File: config.mk
export PLATFORM = sky130hd
export DESIGN_NAME = serial_security_pic_top
export DESIGN_NICKNAME = d
export VERILOG_FILES = /design/src/rtl/sspic_pkg.sv /design/src/rtl/sspic_table.sv /design/src/rtl/serial_security_pic_top.sv
export VERILOG_INCLUDE_DIRS = /design/src /design/src/rtl
export SDC_FILE = /design/constraint.sdc
export NUM_CORES = 1
export LEC_CHECK = 0
export CORE_ASPECT_RATIO = 1.75
export CORE_UTILIZATION = 45
export DETAILED_ROUTE_END_ITERATION = 10
export DONT_BUFFER_PORTS = 1
export HOLD_SLACK_MARGIN = 0.1
export SLEW_MARGIN = 20
export SYNTH_ARGS = -nofsm -noshare
export SYNTH_HDL_FRONTEND = slang
export SYNTH_SLANG_ARGS = --single-unit
export TNS_END_PERCENT = 10
File: constraint.sdc
create_clock -name clock -period 8.5 [get_ports clock]
set_clock_uncertainty 0.1 [all_clocks]
set_input_delay 1.7 -clock clock [delete_from_list [all_inputs] [get_ports clock]]
set_output_delay 1.7 -clock clock [all_outputs]
set_load 0.01 [all_outputs]
File: src/rtl/serial_security_pic_top_macros.svh
// assertion helpers used by the rtl top
`ifndef SERIAL_SECURITY_PIC_TOP_MACROS_SVH
`define SERIAL_SECURITY_PIC_TOP_MACROS_SVH

// same-cycle implication
`define SSPIC_ASSERT_NOW(label, clk, rst, ante, cons) \
   label: assert property (@(posedge clk) disable iff (rst) (ante) |-> (cons)) \
      else $error("sspic assertion failed");

// next-cycle implication
`define SSPIC_ASSERT_NEXT(label, clk, rst, ante, cons) \
   label: assert property (@(posedge clk) disable iff (rst) (ante) |=> (cons)) \
      else $error("sspic assertion failed");

`endif

File: src/rtl/sspic_pkg.sv
package sspic_pkg;

   localparam int TABLE_DEPTH = 16;
   localparam int POS_W       = $clog2(TABLE_DEPTH);
   localparam int CSR_IDX_W   = 2;
   localparam int CSR_DATA_W  = 10;

   // access kinds
   localparam logic [1:0] KIND_WRITE  = 2'd0;
   localparam logic [1:0] KIND_READ   = 2'd1;
   localparam logic [1:0] KIND_STATUS = 2'd2;

   // register indexes
   localparam logic [CSR_IDX_W-1:0] CSR_GAME_NUMBER = 2'd0;
   localparam logic [CSR_IDX_W-1:0] CSR_RANDOM_LOW  = 2'd1;
   localparam logic [CSR_IDX_W-1:0] CSR_RANDOM_HIGH = 2'd2;

   localparam logic [9:0] GAME_NO_MASK = 10'd419;
   localparam logic [7:0] OR_MASK      = 8'h80;

   typedef struct packed {
      logic [1:0] kind;
      logic [7:0] write_data;
   } req_type;

   typedef struct packed {
      logic [7:0] read_data;
      logic       status_bit;
   } rsp_type;

   // decimal digits of the game number plus the random bytes
   typedef struct packed {
      logic [3:0] digit_hund;
      logic [3:0] digit_tens;
      logic [3:0] digit_ones;
      logic [7:0] random_low;
      logic [7:0] random_high;
   } sspic_cfg_type;

endpackage

File: src/rtl/sspic_table.sv
module sspic_table (
   input  sspic_pkg::sspic_cfg_type       cfg,
   input  logic [sspic_pkg::POS_W-1:0]    position,
   output logic [7:0]                     entry_byte
);
   import sspic_pkg::*;

   logic [8:0]  sum_a;
   logic [16:0] sum_b;
   logic [11:0] sum_c;
   logic [23:0] word_a;
   logic [31:0] word_b;
   logic [23:0] word_c;

   // fixed low serial digits 1,2,3,4,5,6 folded into the offsets
   assign sum_a = 9'd130 + 9'(cfg.random_low);
   assign sum_b = 17'd64 + 17'(cfg.digit_hund) * 17'd100
                + 17'(cfg.digit_ones) * 17'd10000
                + {8'd0, cfg.random_high, 1'b0} + 17'(cfg.random_low);
   assign sum_c = 12'd52 + 12'(cfg.digit_tens) * 12'd100
                + 12'(cfg.random_high) * 12'd5;

   assign word_a = 24'(sum_a) * 24'h000245 + 24'h003d74;
   assign word_b = 32'(sum_b) * 32'h0000107f + 32'h0071e259;
   assign word_c = 24'(sum_c) * 24'h001bcd + 24'h01f3f0;

   always_comb begin
      unique case (position)
         4'd0:    entry_byte = word_a[7:0];
         4'd1:    entry_byte = word_a[15:8];
         4'd2:    entry_byte = word_a[23:16];
         4'd3:    entry_byte = word_b[7:0];
         4'd4:    entry_byte = word_b[15:8];
         4'd5:    entry_byte = word_b[23:16];
         4'd6:    entry_byte = word_b[31:24];
         4'd7:    entry_byte = word_c[7:0];
         4'd8:    entry_byte = word_c[15:8];
         4'd9:    entry_byte = word_c[23:16];
         // date code 1994-12-11 scrambled to 0x15b8
         4'd10:   entry_byte = 8'h15;
         4'd11:   entry_byte = 8'hb8;
         4'd12:   entry_byte = cfg.random_low;
         4'd13:   entry_byte = cfg.random_high;
         default: entry_byte = 8'h00;
      endcase
   end

endmodule

File: src/rtl/serial_security_pic_top.sv
// a request is accepted into the input register and passes to the response register once that is free
// throughput: one transaction per cycle while rsp_stall is low, set by the single input and response registers
// the serial table is decoded from the config registers, no table storage
// reset is synchronous: clears valid flags, status, position, latched byte and config registers
`include "serial_security_pic_top_macros.svh"

module serial_security_pic_top (
   input  logic                               clock,
   input  logic                               reset,
   input  logic                               req_valid,
   output logic                               req_stall,
   input  sspic_pkg::req_type                 req_data,
   output logic                               rsp_valid,
   input  logic                               rsp_stall,
   output sspic_pkg::rsp_type                 rsp_data,
   input  logic                               csr_we,
   input  logic [sspic_pkg::CSR_IDX_W-1:0]    csr_index,
   input  logic [sspic_pkg::CSR_DATA_W-1:0]   csr_wdata
);
   import sspic_pkg::*;

   // config
   sspic_cfg_type cfg_ff, cfg_in;
   logic          no_mask_ff, no_mask_in;

   // digit split of the written game number
   logic [17:0] prod_tens;
   logic [15:0] prod_hund;
   logic [6:0]  quot_tens;
   logic [3:0]  quot_hund;
   logic [9:0]  ones_rem;
   logic [6:0]  tens_rem;

   // pipeline
   logic          in_valid_ff, in_valid_in;
   req_type       in_data_ff, in_data_in;
   logic          rsp_valid_ff, rsp_valid_in;
   rsp_type       rsp_data_ff, rsp_data_in;
   logic          out_free;
   logic          advance;
   logic          req_take;

   // block state
   logic [7:0]       latched_ff, latched_in;
   logic [POS_W-1:0] position_ff, position_in;
   logic             status_ff, status_in;
   logic             take_table;
   logic [7:0]       table_byte;

   sspic_table u_table (
      .cfg        (cfg_ff),
      .position   (position_ff),
      .entry_byte (table_byte)
   );

   // floor(g/10) = g*205>>11 and floor(g/100) = g*41>>12 hold for every 10-bit g
   assign prod_tens = 18'(csr_wdata) * 18'd205;
   assign prod_hund = 16'(csr_wdata) * 16'd41;
   assign quot_tens = prod_tens[17:11];
   assign quot_hund = prod_hund[15:12];
   assign ones_rem  = csr_wdata - ({3'd0, quot_tens} << 3) - ({3'd0, quot_tens} << 1);
   assign tens_rem  = quot_tens - ({3'd0, quot_hund} << 3) - ({3'd0, quot_hund} << 1);

   always_comb begin
      cfg_in     = cfg_ff;
      no_mask_in = no_mask_ff;
      if (csr_we) begin
         unique case (csr_index)
            CSR_GAME_NUMBER: begin
               cfg_in.digit_ones = ones_rem[3:0];
               cfg_in.digit_tens = tens_rem[3:0];
               cfg_in.digit_hund = (quot_hund >= 4'd10) ? quot_hund - 4'd10 : quot_hund;
               no_mask_in        = (csr_wdata == GAME_NO_MASK);
            end
            CSR_RANDOM_LOW:  cfg_in.random_low  = csr_wdata[7:0];
            CSR_RANDOM_HIGH: cfg_in.random_high = csr_wdata[7:0];
            default: ;
         endcase
      end
   end

   assign out_free  = !rsp_valid_ff || !rsp_stall;
   assign advance   = in_valid_ff && out_free;
   assign req_stall = in_valid_ff && !out_free;
   assign req_take  = req_valid && !req_stall;

   assign in_valid_in  = req_take || (in_valid_ff && !advance);
   assign in_data_in   = req_take ? req_data : in_data_ff;
   assign rsp_valid_in = advance || (rsp_valid_ff && rsp_stall);

   always_comb begin
      latched_in  = latched_ff;
      position_in = position_ff;
      status_in   = status_ff;
      take_table  = 1'b0;
      rsp_data_in = rsp_data_ff;
      if (advance) begin
         rsp_data_in.read_data = 8'h00;
         unique case (in_data_ff.kind)
            KIND_WRITE: begin
               status_in = in_data_ff.write_data[4];
               if (!in_data_ff.write_data[4]) begin
                  if (in_data_ff.write_data[3:0] != 4'd0) begin
                     latched_in = in_data_ff.write_data | (no_mask_ff ? 8'h00 : OR_MASK);
                  end else begin
                     take_table  = 1'b1;
                     latched_in  = table_byte;
                     position_in = position_ff + POS_W'(1);
                  end
               end
            end
            KIND_READ: begin
               status_in             = 1'b1;
               rsp_data_in.read_data = latched_ff;
            end
            // status access and the unused code leave state alone
            default: ;
         endcase
         rsp_data_in.status_bit = status_in;
      end
   end

   always_ff @(posedge clock) begin
      if (reset) begin
         cfg_ff       <= '0;
         no_mask_ff   <= 1'b0;
         in_valid_ff  <= 1'b0;
         rsp_valid_ff <= 1'b0;
         latched_ff   <= 8'h00;
         position_ff  <= '0;
         status_ff    <= 1'b0;
      end else begin
         cfg_ff       <= cfg_in;
         no_mask_ff   <= no_mask_in;
         in_valid_ff  <= in_valid_in;
         rsp_valid_ff <= rsp_valid_in;
         latched_ff   <= latched_in;
         position_ff  <= position_in;
         status_ff    <= status_in;
      end
   end

   always_ff @(posedge clock) begin
      in_data_ff  <= in_data_in;
      rsp_data_ff <= rsp_data_in;
   end

   assign rsp_valid = rsp_valid_ff;
   assign rsp_data  = rsp_data_ff;

   `SSPIC_ASSERT_NEXT(a_read_sets_status, clock, reset, advance && in_data_ff.kind == KIND_READ, rsp_valid && rsp_data.status_bit)
   `SSPIC_ASSERT_NEXT(a_nonread_zero_data, clock, reset, advance && in_data_ff.kind != KIND_READ, rsp_valid && rsp_data.read_data == 8'h00)
   `SSPIC_ASSERT_NEXT(a_position_holds, clock, reset, !take_table, position_ff == $past(position_ff))
   `SSPIC_ASSERT_NOW(a_stall_needs_item, clock, reset, req_stall, in_valid_ff && rsp_valid_ff)

endmodule

==> metrics <==
outcome=finished with violations; failing checks=setup timing; Worst setup SP type=flip-flop; Final setup viols=8; WHS=0.374 ns; WL final=52100 um; Tmin final=9.04 ns; Ports=38; Clock Latency Late Sink=0.34 ns; Via density=5.47; Yosys cell types=84; period utilization=1.06; synthesis-to-layout area growth=14.3%; critical path class=reg -> reg; CTS Hold Bufs=0; Antenna diodes=0; number of antenna-violating nets in the routed design=0; CP Max Fanout=9; overall routing resource usage=0.272; Compound-Gate Fraction of Synth Area=0.125; FP Rows=95; synthesized area per cell=9.06 sq um; Hold Path Class=reg -> reg; WP data required=8.63 ns; wire per inst=20.2 um; DRC=0; EDFF count, synth=19; Post-Syn Area=0.0176 sq mm; dpl cells=2550; Yosys top cell area share=0.288; slew margin rel.=0.333; Seq/Total Area, Yosys=0.0824; layout net count=2724; CP arrival=9.18 ns; CP max stage cell=fa_1; CTS tree=yes; largest family of logic cells by synthesized area=adder cells; Area contributors post-synth=ha_1 29%, fa_1 23%, inv_1 8.4%; Ys Warns=0; post-synth net total=2581; final max-slew violation count=0; Most used DFF post-synth=dfxtp_1; final hold violation count=0; routability cong.=0.974; share of layout cells above drive strength 1=0.130; commonest non-fill, non-tap cell in the layout=ha_1; drt pass-1 iters=5; Fmax=111 MHz; Overflow after GRT=0; unrepaired setup endpoints after global routing=true; Worst R2R Setup Slack=-0.54 ns; most used cell, CP=fa_1; largest net degree at the start of global routing=49; MaxCap Viol Count=0; xor-xnor portion of the synthesized cell area=0.0615; DR iter-0 viols=462; async set-reset flop share out of synthesis=0; Initial Util=0.458; Die Y=264 um; TritonCTS Buffers=9; most frequent cells in the layout=393 x ha_1, 389 x inv_1, 203 x fa_1; worst slew pin tran=0.999 ns; Yosys reg bits=63; top cell type by total area after synthesis=ha_1; Simple-Gate Fraction of Synth Area=0.104; mux cell area share after synthesis=0.0108; Worst setup EP type=flip-flop; CTS root buf=clkbuf_16; vias=14100; CP peak stage delay=0.54 ns; Cells after Synth=1944; # H-tree levels=3; first-pass GRT wire length=82000 um; Detailed Place HPWL=46300 um; setup ws final=-0.543 ns; number of global-route vias before repair=15400; filler instances=3685; die width=152 um; Core Area=0.0385 sq mm; PortBufs=0; initial antenna violation count=0; area of the multi-input gates=0.0150 sq mm; die area=0.0400 sq mm; fin cells=2577; Reg area=0.00145 sq mm; Synth Area in Adders=0.522; CTS Buffer Depth=2; Sink Count=63; Sum Neg Setup Slack=-3.64 ns; Worst-path clk slew=0.06 ns
==> Yosys cell counts, drive strengths merged, types with 14 or more instances <==
master,count
edfxtp,19
o211ai,20
xor2,46
a21o,33
a211oi,21
xnor2,70
a21oi,92
clkbuf,24
mux2i,19
nand2,77
nor3,22
nand3,38
o21bai,14
ha,405
a31oi,14
o21ai,47
nor2,115
inv,397
dfxtp,44
and2,17
nand4,15
fa,205
==> state kept, by name, summed over array words and instances, names as in the netlist <==
register     flops
cfg_ff          28
in_data_ff      10
rsp_data         9
latched_ff       8
position_ff      4
in_valid_ff      1
no_mask_ff       1
rsp_valid        1
status_ff        1
==> metal layers <==
layer  track usage  share of wire  vias to the layer above
li1              -              -                     6794
met1         0.261           0.34                     6882
met2         0.529           0.55                      277
met3        0.0249          0.025                      155
met4         0.182          0.081                        0
met5             0              0                        -
==> cell type report <==
type,instances,share of cell area
clock buffers,11,0.0137
clock inverters,5,0.00336
inverters,397,0.0741
multi-input cells,1448,0.744
flip-flops and latches,63,0.0722
well taps,485,0.0301
repair buffers,168,0.0630
==> through the flow <==
stage / setup WS [ns] / instance area (sq um) / util
floorplan: -0.428 / 17800 / -
global placement: -0.692 / 19400 / 0.505
detailed placement: -0.750 / 19400 / 0.505
CTS: -0.494 / 20000 / 0.520
global route: -0.975 / 20100 / 0.523
finish: -0.543 / 20100 / 0.523
==> logic make-up after synthesis <==
logic type | Yosys count
compound gates | 327
xor+xnor | 118
fa+ha+maj | 612
buf+inv | 433
flops | 63
mux | 19
simple gates | 372
==> worst max-delay path: cells and delay by family (launching register included) <==
family | cells | cell delay, ns
compound gates | 6 | 1.23
simple gates | 5 | 0.70
flops | 1 | 0.34
buf+inv | 10 | 0.63
xor+xnor | 4 | 0.66
fa+ha+maj | 13 | 5.26
==> what timing repair did <==
| action | CTS | global route |
|---|---|---|
| gates cloned | 0 | 0 |
| pin swaps | 42 | 20 |
| endpoints found under the setup margin | 8 | 8 |
| setup buffers | 6 | 5 |
| resized for setup | 33 | 15 |
==> final timing paths <==
path / startpoint / end / cells past startpoint
max: cfg_ff[24] / latched_ff[2] / 38
min: no_mask_ff / no_mask_ff / 2
max reg2reg: cfg_ff[24] / latched_ff[2] / 38
min reg2reg: no_mask_ff / no_mask_ff / 2
Power is left out: the tool's default activity adds up to more than one toggle a clock period on the data nets, which glitch-free logic cannot reach.
